### src/rtl/core/ccfr_pkg.sv
// Shared constants and types for the checksummed command frame receiver.
// No dependencies; used by the top level and ccfr_frame under rtl/core.
package ccfr_pkg;

	localparam logic [7:0] HDR_FIRST  = 8'hAA;
	localparam logic [7:0] HDR_SECOND = 8'h55;

	localparam int NUM_FIELDS = 4;

	// Reset values of the configuration registers
	localparam logic [3:0] REPEATS_RST  = 4'd3;
	localparam logic [7:0] LENGTH_RST   = 8'h09;
	localparam logic [7:0] EXTENDED_RST = 8'h33;

	// Frame positions with a role of their own; 2 to 7 are body bytes
	localparam logic [3:0] POS_HDR_FIRST  = 4'd0;
	localparam logic [3:0] POS_HDR_SECOND = 4'd1;
	localparam logic [3:0] POS_BODY_FIRST = 4'd2;
	localparam logic [3:0] POS_LENGTH     = 4'd3;
	localparam logic [3:0] POS_BODY_LAST  = 4'd7;
	localparam logic [3:0] POS_CHECKSUM   = 4'd8;
	localparam logic [3:0] POS_TEMP_HIGH  = 4'd9;
	localparam logic [3:0] POS_TEMP_LOW   = 4'd10;

	typedef enum logic [1:0] {
		CFG_REPEATS  = 2'd0,
		CFG_LENGTH   = 2'd1,
		CFG_EXTENDED = 2'd2
	} cfg_idx_t;

	// Update request from the frame tracker to the debounce lanes
	typedef struct packed {
		logic                         upd;
		logic [NUM_FIELDS-1:0][7:0]   body;
	} deb_req_t;

endpackage

### src/rtl/core/checksummed_command_frame_receiver_core.sv
// Checksummed command frame receiver: top level with channels, config registers and pipeline.
// Depends on ccfr_pkg, ccfr_frame and ccfr_debounce.
//
// Usage:
//   Input channel (in_valid, in_stall, rx_byte) takes one received byte per request.
//   Output channel (out_valid, out_stall, fields) returns exactly one result per byte:
//   frame_valid / temperature_updated pulse flags plus the currently accepted field
//   values and temperature target.
//   Path: an accepted byte is held in the input register, passes the frame and debounce
//   logic, and lands in the result register, from which it can be taken.
//   Throughput: one byte per cycle while out_stall is low or no result is held.
//   While out_stall is high with a result held, the input register stays full and
//   in_stall rises the same cycle; a held result never changes.
//   Config: cfg_we writes cfg_data into register cfg_index (0 required repeats,
//   1 length code, 2 extended command); index 3 is ignored. Write only when idle.
//   Reset (arst_n low) restarts the header hunt, clears debounce state, accepted
//   values and temperature, and restores repeats 3, length 9, extended command 0x33.
module checksummed_command_frame_receiver_core (
	input  logic        clk,
	input  logic        arst_n,
	input  logic        in_valid,
	output logic        in_stall,
	input  logic [7:0]  rx_byte,
	output logic        out_valid,
	input  logic        out_stall,
	output logic        frame_valid,
	output logic [7:0]  fluid_type,
	output logic [7:0]  tank_curve,
	output logic [7:0]  work_command,
	output logic [7:0]  pairing_confirm,
	output logic [15:0] temperature_target,
	output logic        temperature_updated,
	input  logic        cfg_we,
	input  logic [1:0]  cfg_index,
	input  logic [7:0]  cfg_data
);

	logic [3:0] repeats_q;
	logic [7:0] length_q;
	logic [7:0] extended_q;

	logic       valid_s1;
	logic [7:0] byte_s1;
	logic       advance;

	logic        out_valid_q;
	logic        frame_valid_q;
	logic        temp_upd_q;
	logic [15:0] temp_q;
	logic [ccfr_pkg::NUM_FIELDS-1:0][7:0] accepted_q;

	ccfr_pkg::deb_req_t deb;
	logic                                 frame_ok;
	logic                                 temp_done;
	logic [15:0]                          temp_next;
	logic [ccfr_pkg::NUM_FIELDS-1:0][7:0] accepted_next;

	always_ff @(posedge clk or negedge arst_n) begin
		if (!arst_n) begin
			repeats_q  <= ccfr_pkg::REPEATS_RST;
			length_q   <= ccfr_pkg::LENGTH_RST;
			extended_q <= ccfr_pkg::EXTENDED_RST;
		end else if (cfg_we) begin
			unique case (ccfr_pkg::cfg_idx_t'(cfg_index))
				ccfr_pkg::CFG_REPEATS:  repeats_q  <= cfg_data[3:0];
				ccfr_pkg::CFG_LENGTH:   length_q   <= cfg_data;
				ccfr_pkg::CFG_EXTENDED: extended_q <= cfg_data;
				default: ;
			endcase
		end
	end

	// Advance the held byte when the result register is free or being drained
	assign advance  = valid_s1 && (!out_valid_q || !out_stall);
	assign in_stall = valid_s1 && !advance;

	always_ff @(posedge clk or negedge arst_n) begin
		if (!arst_n) begin
			valid_s1 <= 1'b0;
		end else if (!in_stall) begin
			valid_s1 <= in_valid;
		end
	end

	always_ff @(posedge clk) begin
		if (!in_stall && in_valid) begin
			byte_s1 <= rx_byte;
		end
	end

	ccfr_frame u_frame (
		.clk              (clk),
		.arst_n           (arst_n),
		.step             (advance),
		.rx_byte          (byte_s1),
		.length_code      (length_q),
		.extended_command (extended_q),
		.cmd_next         (accepted_next[2]),
		.deb              (deb),
		.frame_valid      (frame_ok),
		.temp_done        (temp_done),
		.temp_next        (temp_next)
	);

	for (genvar f = 0; f < ccfr_pkg::NUM_FIELDS; f++) begin : g_lane
		ccfr_debounce u_debounce (
			.clk              (clk),
			.arst_n           (arst_n),
			.upd              (deb.upd),
			.field_byte       (deb.body[f]),
			.required_repeats (repeats_q),
			.accepted_next    (accepted_next[f])
		);
	end

	always_ff @(posedge clk or negedge arst_n) begin
		if (!arst_n) begin
			out_valid_q <= 1'b0;
		end else if (advance) begin
			out_valid_q <= 1'b1;
		end else if (!out_stall) begin
			out_valid_q <= 1'b0;
		end
	end

	always_ff @(posedge clk) begin
		if (advance) begin
			frame_valid_q <= frame_ok;
			temp_upd_q    <= temp_done;
			temp_q        <= temp_next;
			accepted_q    <= accepted_next;
		end
	end

	assign out_valid           = out_valid_q;
	assign frame_valid         = frame_valid_q;
	assign fluid_type          = accepted_q[0];
	assign tank_curve          = accepted_q[1];
	assign work_command        = accepted_q[2];
	assign pairing_confirm     = accepted_q[3];
	assign temperature_target  = temp_q;
	assign temperature_updated = temp_upd_q;

`ifndef NO_ASSERTIONS
	// A byte cannot both finish a frame and finish the temperature extension
	assert property (@(posedge clk) disable iff (!arst_n)
		out_valid |-> !(frame_valid && temperature_updated))
		else $error("frame_valid and temperature_updated on the same result");

	// Input backpressure only comes from a held, stalled result
	assert property (@(posedge clk) disable iff (!arst_n)
		in_stall |-> (out_valid && out_stall && valid_s1))
		else $error("input stalled without a stalled result");

	// A debounce update only happens on a byte that moves into the result register
	assert property (@(posedge clk) disable iff (!arst_n)
		deb.upd |=> (out_valid && frame_valid))
		else $error("debounce update without a valid frame result");
`endif

endmodule

### src/rtl/core/ccfr_debounce.sv
// One debounce lane: a field value is accepted after enough identical valid frames.
// No package dependency; the top level instantiates one lane per field.
module ccfr_debounce (
	input  logic       clk,
	input  logic       arst_n,
	input  logic       upd,
	input  logic [7:0] field_byte,
	input  logic [3:0] required_repeats,
	output logic [7:0] accepted_next
);

	logic [7:0] pending_q;
	logic [3:0] count_q;
	logic [7:0] accepted_q;
	logic [7:0] pending_d;
	logic [3:0] count_d;

	always_comb begin
		pending_d     = pending_q;
		count_d       = count_q;
		accepted_next = accepted_q;
		if (upd) begin
			if (count_q == 4'd0) begin
				pending_d = field_byte;
			end
			if (pending_d == field_byte) begin
				if (count_q < required_repeats) begin
					count_d = count_q + 4'd1;
				end
				if (count_d >= required_repeats) begin
					accepted_next = field_byte;
				end
			end else begin
				// a differing byte restarts the run and is not counted
				count_d = 4'd0;
			end
		end
	end

	always_ff @(posedge clk or negedge arst_n) begin
		if (!arst_n) begin
			pending_q  <= 8'd0;
			count_q    <= 4'd0;
			accepted_q <= 8'd0;
		end else begin
			pending_q  <= pending_d;
			count_q    <= count_d;
			accepted_q <= accepted_next;
		end
	end

endmodule

### src/rtl/core/ccfr_frame.sv
// Frame tracker: header hunt, body capture, checksum and length check, temperature bytes.
// Depends on ccfr_pkg for positions, header codes and the debounce request struct.
module ccfr_frame (
	input  logic               clk,
	input  logic               arst_n,
	input  logic               step,
	input  logic [7:0]         rx_byte,
	input  logic [7:0]         length_code,
	input  logic [7:0]         extended_command,
	input  logic [7:0]         cmd_next,
	output ccfr_pkg::deb_req_t deb,
	output logic               frame_valid,
	output logic               temp_done,
	output logic [15:0]        temp_next
);

	logic [3:0]  pos_q;
	logic [3:0]  pos_d;
	logic [7:0]  sum_q;
	logic [7:0]  sum_d;
	logic [7:0]  len_q;
	logic [7:0]  temp_hi_q;
	logic [15:0] temp_q;
	logic [ccfr_pkg::NUM_FIELDS-1:0][7:0] body_q;

	always_comb begin
		pos_d       = pos_q;
		sum_d       = sum_q;
		frame_valid = 1'b0;
		temp_done   = 1'b0;
		unique case (pos_q)
			ccfr_pkg::POS_HDR_FIRST: begin
				sum_d = rx_byte;
				pos_d = (rx_byte == ccfr_pkg::HDR_FIRST) ? ccfr_pkg::POS_HDR_SECOND
				                                         : ccfr_pkg::POS_HDR_FIRST;
			end
			ccfr_pkg::POS_HDR_SECOND: begin
				if (rx_byte == ccfr_pkg::HDR_SECOND) begin
					sum_d = sum_q + rx_byte;
					pos_d = ccfr_pkg::POS_BODY_FIRST;
				end else if (rx_byte == ccfr_pkg::HDR_FIRST) begin
					// repeated first header byte: stay, keep the sum of the first one
					pos_d = ccfr_pkg::POS_HDR_SECOND;
				end else begin
					pos_d = ccfr_pkg::POS_HDR_FIRST;
				end
			end
			4'd2, 4'd3, 4'd4, 4'd5, 4'd6, 4'd7: begin
				sum_d = sum_q + rx_byte;
				pos_d = pos_q + 4'd1;
			end
			ccfr_pkg::POS_CHECKSUM: begin
				pos_d = ccfr_pkg::POS_HDR_FIRST;
				sum_d = 8'd0;
				if (rx_byte == 8'(8'd0 - sum_q) && len_q == length_code) begin
					frame_valid = 1'b1;
					if (cmd_next == extended_command) begin
						pos_d = ccfr_pkg::POS_TEMP_HIGH;
					end
				end
			end
			ccfr_pkg::POS_TEMP_HIGH: begin
				pos_d = ccfr_pkg::POS_TEMP_LOW;
			end
			ccfr_pkg::POS_TEMP_LOW: begin
				temp_done = 1'b1;
				pos_d     = ccfr_pkg::POS_HDR_FIRST;
				sum_d     = 8'd0;
			end
			default: begin
				pos_d = ccfr_pkg::POS_HDR_FIRST;
				sum_d = 8'd0;
			end
		endcase
	end

	assign deb.upd   = step & frame_valid;
	assign deb.body  = body_q;
	assign temp_next = (step && temp_done) ? {temp_hi_q, rx_byte} : temp_q;

	always_ff @(posedge clk or negedge arst_n) begin
		if (!arst_n) begin
			pos_q  <= ccfr_pkg::POS_HDR_FIRST;
			sum_q  <= 8'd0;
			temp_q <= 16'd0;
		end else if (step) begin
			pos_q  <= pos_d;
			sum_q  <= sum_d;
			temp_q <= temp_next;
		end
	end

	// Frame bytes: written before they are read within each frame
	always_ff @(posedge clk) begin
		if (step) begin
			if (pos_q == ccfr_pkg::POS_LENGTH) begin
				len_q <= rx_byte;
			end
			if (pos_q > ccfr_pkg::POS_LENGTH && pos_q <= ccfr_pkg::POS_BODY_LAST) begin
				body_q[pos_q[1:0]] <= rx_byte;
			end
			if (pos_q == ccfr_pkg::POS_TEMP_HIGH) begin
				temp_hi_q <= rx_byte;
			end
		end
	end

endmodule
### config.mk
export PLATFORM = sky130hd
export DESIGN_NAME = checksummed_command_frame_receiver_core
export DESIGN_NICKNAME = d
export VERILOG_FILES = /design/src/rtl/core/ccfr_pkg.sv /design/src/rtl/core/checksummed_command_frame_receiver_core.sv /design/src/rtl/core/ccfr_debounce.sv /design/src/rtl/core/ccfr_frame.sv
export SDC_FILE = /design/constraint.sdc
export NUM_CORES = 1
export LEC_CHECK = 0
export BUFFER_PORTS_ARGS = -buffer_cell sky130_fd_sc_hd__buf_2
export CORE_ASPECT_RATIO = 1.75
export CORE_MARGIN = 2
export CORE_UTILIZATION = 55
export DETAILED_ROUTE_END_ITERATION = 8
export PLACE_DENSITY_LB_ADDON = 0.3
export SYNTH_ARGS = -nofsm -noshare
export SYNTH_HDL_FRONTEND = slang
export SYNTH_SLANG_ARGS = --single-unit
### constraint.sdc
create_clock -name clk -period 3.7 [get_ports clk]
set_clock_uncertainty 0.1 [all_clocks]
set_input_delay 0.555 -clock clk [delete_from_list [all_inputs] [get_ports clk]]
set_output_delay 0.555 -clock clk [all_outputs]
set_load 0.01 [all_outputs]
==> implementation parameters <==
Parameter                              Value

Status
  Result of the run ... finished clean

Min path
  Hold crit path type ... input port to async pin

STA
  RSZ-0062 raised after global routing ... no
  TNS Setup ... 0 ns
  Timing-limited maximum frequency ... 0.2852 GHz
  Number of hold violations in the final report ... 0
  Setup WS post-layout ... 0.1938 ns
  Crit path time final ... 3.506 ns
  Tcrit/Tclk final ... 94.76%
  Max-slew violation count ... 0
  Final setup viols ... 0
  Transition time of the tightest slew-check pin ... 0.9574 ns
  Worst slew margin relative to its limit ... 36.01%

Setup path
  Type of the setup path with the least slack ... flip-flop to flip-flop
  Data required, critical path ... 3.85 ns
  CP Max Fanout ... 8
  Maximum single-stage delay on the critical path ... 0.51 ns
  Cell with the biggest individual delay on the critical path ... sky130_fd_sc_hd__dfstp_2
  Crit end category ... flip-flop
  Chain of cells forming the critical path ... inv_1 > ha_1 > a21oi_1 > o21ai_1 > mux2_2 > ha_1 > a21o_1 > a211o_1 > o211ai_1 > nor2_2 > mux2_2
  FF-to-FF setup slack ... 0.19 ns
  Arrival time worst endpoint ... 3.66 ns
  CP top delay family ... multiplexers
  Launching element type of the critical path ... flip-flop
  Buffering stage count on the worst path with inverters included ... 1

Clocking
  Clock Path Buffers ... 3
  Clock latency on the worst-skew pair ... 0.50 ns
  Inserted Clock Buffers ... 22
  CTS Root Cell ... sky130_fd_sc_hd__clkbuf_16
  Number of sinks handled by clock tree synthesis ... 236
  Depth of the CTS H-tree ... 1
  Count of hold buffers inserted by post-cts repair ... 0
  Clock tree from TritonCTS ... done
  Clock slew at the register clock pins of the worst setup and hold paths ... 0.07 ns

Synthesis
  Total number of yosys warnings ... 0
  Synth Register Bits ... 236
  Synth unique cells ... 66
  Synthesized instance count ... 785
  Count of flip-flops with a built-in enable after synthesis ... 106
  Total standard cell area after synthesis ... 10,940 sq um
  Post-Synthesis Mean Instance Area ... 13.93 sq um
  Fraction of the yosys area taken by sequential cells ... 58.94%
  Dominant register cell in the synthesized netlist ... sky130_fd_sc_hd__dfrtp_1
  Share of synthesized flip-flops with an asynchronous set or reset ... 55.08%
  Net count after synthesis ... 857

Die
  Overall die width ... 110.6 um
  I/O pins ... 75
  Vertical extent of the die ... 190.5 um
  Rows ... 68
  Area of the die ... 21,070 sq um
  Area of the core region ... 19,650 sq um
  Effective utilization at floorplan ... 55.65%

Routing
  Average via count per standard cell ... 5.692
  Detail Route Antenna Nets ... 0
  Detailed-route wire length per cell ... 19.18 um
  First drt pass iteration count ... 4
  DRC violations left ... 0
  Number of vias after detailed routing ... 6,546
  Iter 0 DRT Violations ... 223
  Total detailed-routing wirelength ... 22,060 um

Global route
  Antenna violations before repair ... 0
  Met3 capacity usage during global routing ... 3.083%
  Pin count of the biggest net entering global routing ... 65
  GR Overflow Total ... 0
  First-pass GRT wire length ... 35,980 um
  Highest-utilization routing layer at the global route stage ... met2
  All-Layer GR Usage ... 21.45%
  Vias in the first global route ... 6,894
  Met2 capacity usage during global routing ... 38.46%
  Fraction of met1 tracks used by global routing ... 26.72%

Pwr
  Maximum ir drop on the vdd rail ... 423.6 uV
  Leakage power ... 5.482 nW
  Total power density per cell area ... 463.2 nW/um^2

Placed design
  Post-placement worst setup slack ... 0.1334 ns
  Post-placement cell area ... 11,720 sq um
  Routability congestion estimate ... 0.8296
  Port buffer count ... 74
  Post-DP HPWL ... 15,280 um
  Dpl cells ... 1,108

Finish
  Ant diodes ... 0
  End-of-flow core utilization ... 63.27%
  Most common cell after layout, fill and taps aside ... sky130_fd_sc_hd__dfrtp_1
  Final Non-Filler Cells ... 1,150
  Relative area change from synthesis to final layout ... 13.69%
  Final cell area excluding filler cells ... 12,430 sq um
  Layout Nets ... 961
  Commonest non-fill, non-tap cells in the layout ... sky130_fd_sc_hd__dfrtp_1 (122), sky130_fd_sc_hd__edfxtp_1 (106), sky130_fd_sc_hd__mux2_2 (105)
  Share of final-layout standard cells stronger than drive strength 1 ... 29.72%

Job
  Total of max-cap violations ... 0
-- worst paths after layout --
kind / startpoint / to / depth (start not counted)
max reg2reg: repeats_q[1] / pairing_confirm[6] / 11
max: repeats_q[1] / pairing_confirm[6] / 11
min reg2reg: valid_s1 / out_valid / 1
min: arst_n / u_frame.temp_q[11] / 1
min in group clk: rx_byte[4] / byte_s1[4] / 1
max in group asynchronous: arst_n / g_lane[0].u_debounce.accepted_q[1] / 2
-- timing repair --
action                     in CTS  in global routing
setup buffers                   0                  2
resized for setup               0                  3
setup endpoints to repair       0                 28
-- registers in the layout (all words and copies together) (netlist names), 4 cells and up --
name and cells:
byte_s1 8, extended_q 8, fluid_type 8, g_lane.u_debounce.accepted_q 32, g_lane.u_debounce.count_q 16, g_lane.u_debounce.pending_q 32
length_q 8, pairing_confirm 8, repeats_q 4, tank_curve 8, temperature_target 16, u_frame.deb 32
u_frame.len_q 8, u_frame.pos_q 4, u_frame.sum_q 8, u_frame.temp_hi_q 8, u_frame.temp_q 16, work_command 8
-- per-stage QoR --
stage,total power [W],hold WS (ns)
3_5_place_dp,0.003650,0.3602
3_3_place_gp,0.003629,0.3542
4_1_cts,0.005818,0.08834
2_1_floorplan,0.003414,0.1594
6_report,0.005760,0.05842
5_1_grt,0.006004,0.1083
-- metal layers --
metal  wire length, um  vias to the layer above  share of wire (%)
li1                  -                     3093                  -
met1              8796                     3266                 40
met2             11710                      148                 53
met3               930                       39                4.2
met4               625                        0                2.8
met5                 0                        -                  0
-- kinds of logic (layout without fill, tap and decap cells) --
logic type	count (synthesis)	in the layout	share of synthesized area, %
flip-flops	236	236	58.94
AND/OR/NAND/NOR	145	145	7.917
multiplexers	119	119	12.49
AO/OA/AOI/OAI	118	118	7.093
XOR/XNOR	78	78	6.246
adder cells (fa/ha/maj)	49	49	5.674
buffers and inverters	40	160	1.636
-- synthesized netlist by cell type, types with 3 or more instances --
library cell / count / area share [%]
sky130_fd_sc_hd__and2_1: 3 / 0.17
sky130_fd_sc_hd__mux2_1: 3 / 0.31
sky130_fd_sc_hd__a211oi_1: 3 / 0.21
sky130_fd_sc_hd__a22oi_1: 7 / 0.48
sky130_fd_sc_hd__xnor2_1: 55 / 4.4
sky130_fd_sc_hd__nor2b_1: 4 / 0.23
sky130_fd_sc_hd__dfrtp_1: 122 / 28
sky130_fd_sc_hd__nor2_1: 12 / 0.41
sky130_fd_sc_hd__a21o_1: 16 / 1.1
sky130_fd_sc_hd__or4_1: 3 / 0.21
sky130_fd_sc_hd__edfxtp_1: 106 / 29
sky130_fd_sc_hd__or2_2: 3 / 0.17
sky130_fd_sc_hd__nand4_1: 11 / 0.63
sky130_fd_sc_hd__mux2_2: 105 / 11
sky130_fd_sc_hd__nand2b_1: 12 / 0.69
sky130_fd_sc_hd__and3_1: 5 / 0.29
sky130_fd_sc_hd__nor4_1: 8 / 0.46
sky130_fd_sc_hd__nand2_1: 40 / 1.4
sky130_fd_sc_hd__ha_1: 48 / 5.5
sky130_fd_sc_hd__mux2_4: 8 / 1.1
sky130_fd_sc_hd__nor3_1: 5 / 0.23
sky130_fd_sc_hd__buf_6: 3 / 0.31
sky130_fd_sc_hd__nor3b_1: 8 / 0.55
sky130_fd_sc_hd__a211o_1: 3 / 0.24
sky130_fd_sc_hd__clkbuf_1: 7 / 0.24
sky130_fd_sc_hd__dfstp_2: 8 / 1.9
sky130_fd_sc_hd__inv_1: 21 / 0.72
sky130_fd_sc_hd__nand3b_1: 3 / 0.21
sky130_fd_sc_hd__nand3_1: 7 / 0.32
sky130_fd_sc_hd__buf_1: 3 / 0.10
sky130_fd_sc_hd__o211ai_1: 6 / 0.41
sky130_fd_sc_hd__nor4b_1: 4 / 0.32
sky130_fd_sc_hd__o21ai_0: 33 / 1.5
sky130_fd_sc_hd__buf_2: 5 / 0.23
sky130_fd_sc_hd__a21oi_1: 24 / 1.1
sky130_fd_sc_hd__xor2_1: 23 / 1.8
sky130_fd_sc_hd__or3_1: 3 / 0.17
sky130_fd_sc_hd__o21a_1: 6 / 0.41
sky130_fd_sc_hd__mux2i_1: 3 / 0.27
-- power by group --
group / total (W) / switching (W) / internal [W]
combinational: 0.000643 / 0.000365 / 0.000278
sequential: 0.00295 / 0.0000915 / 0.00286
clock: 0.00217 / 0.000967 / 0.00120
total: 0.00576 / 0.00142 / 0.00434
-- cell type report --
class	instances	area, sq um
Fill cell	1490	7219
Sequential cell	236	6446
Tap cell	245	306.5
Inverter	22	82.58
Timing Repair Buffer	98	578.1
Multi-Input combinational cell	509	4323
Clock inverter	9	72.57
Clock buffer	31	625.6
Note: power is estimated with default switching activity, not from simulation.
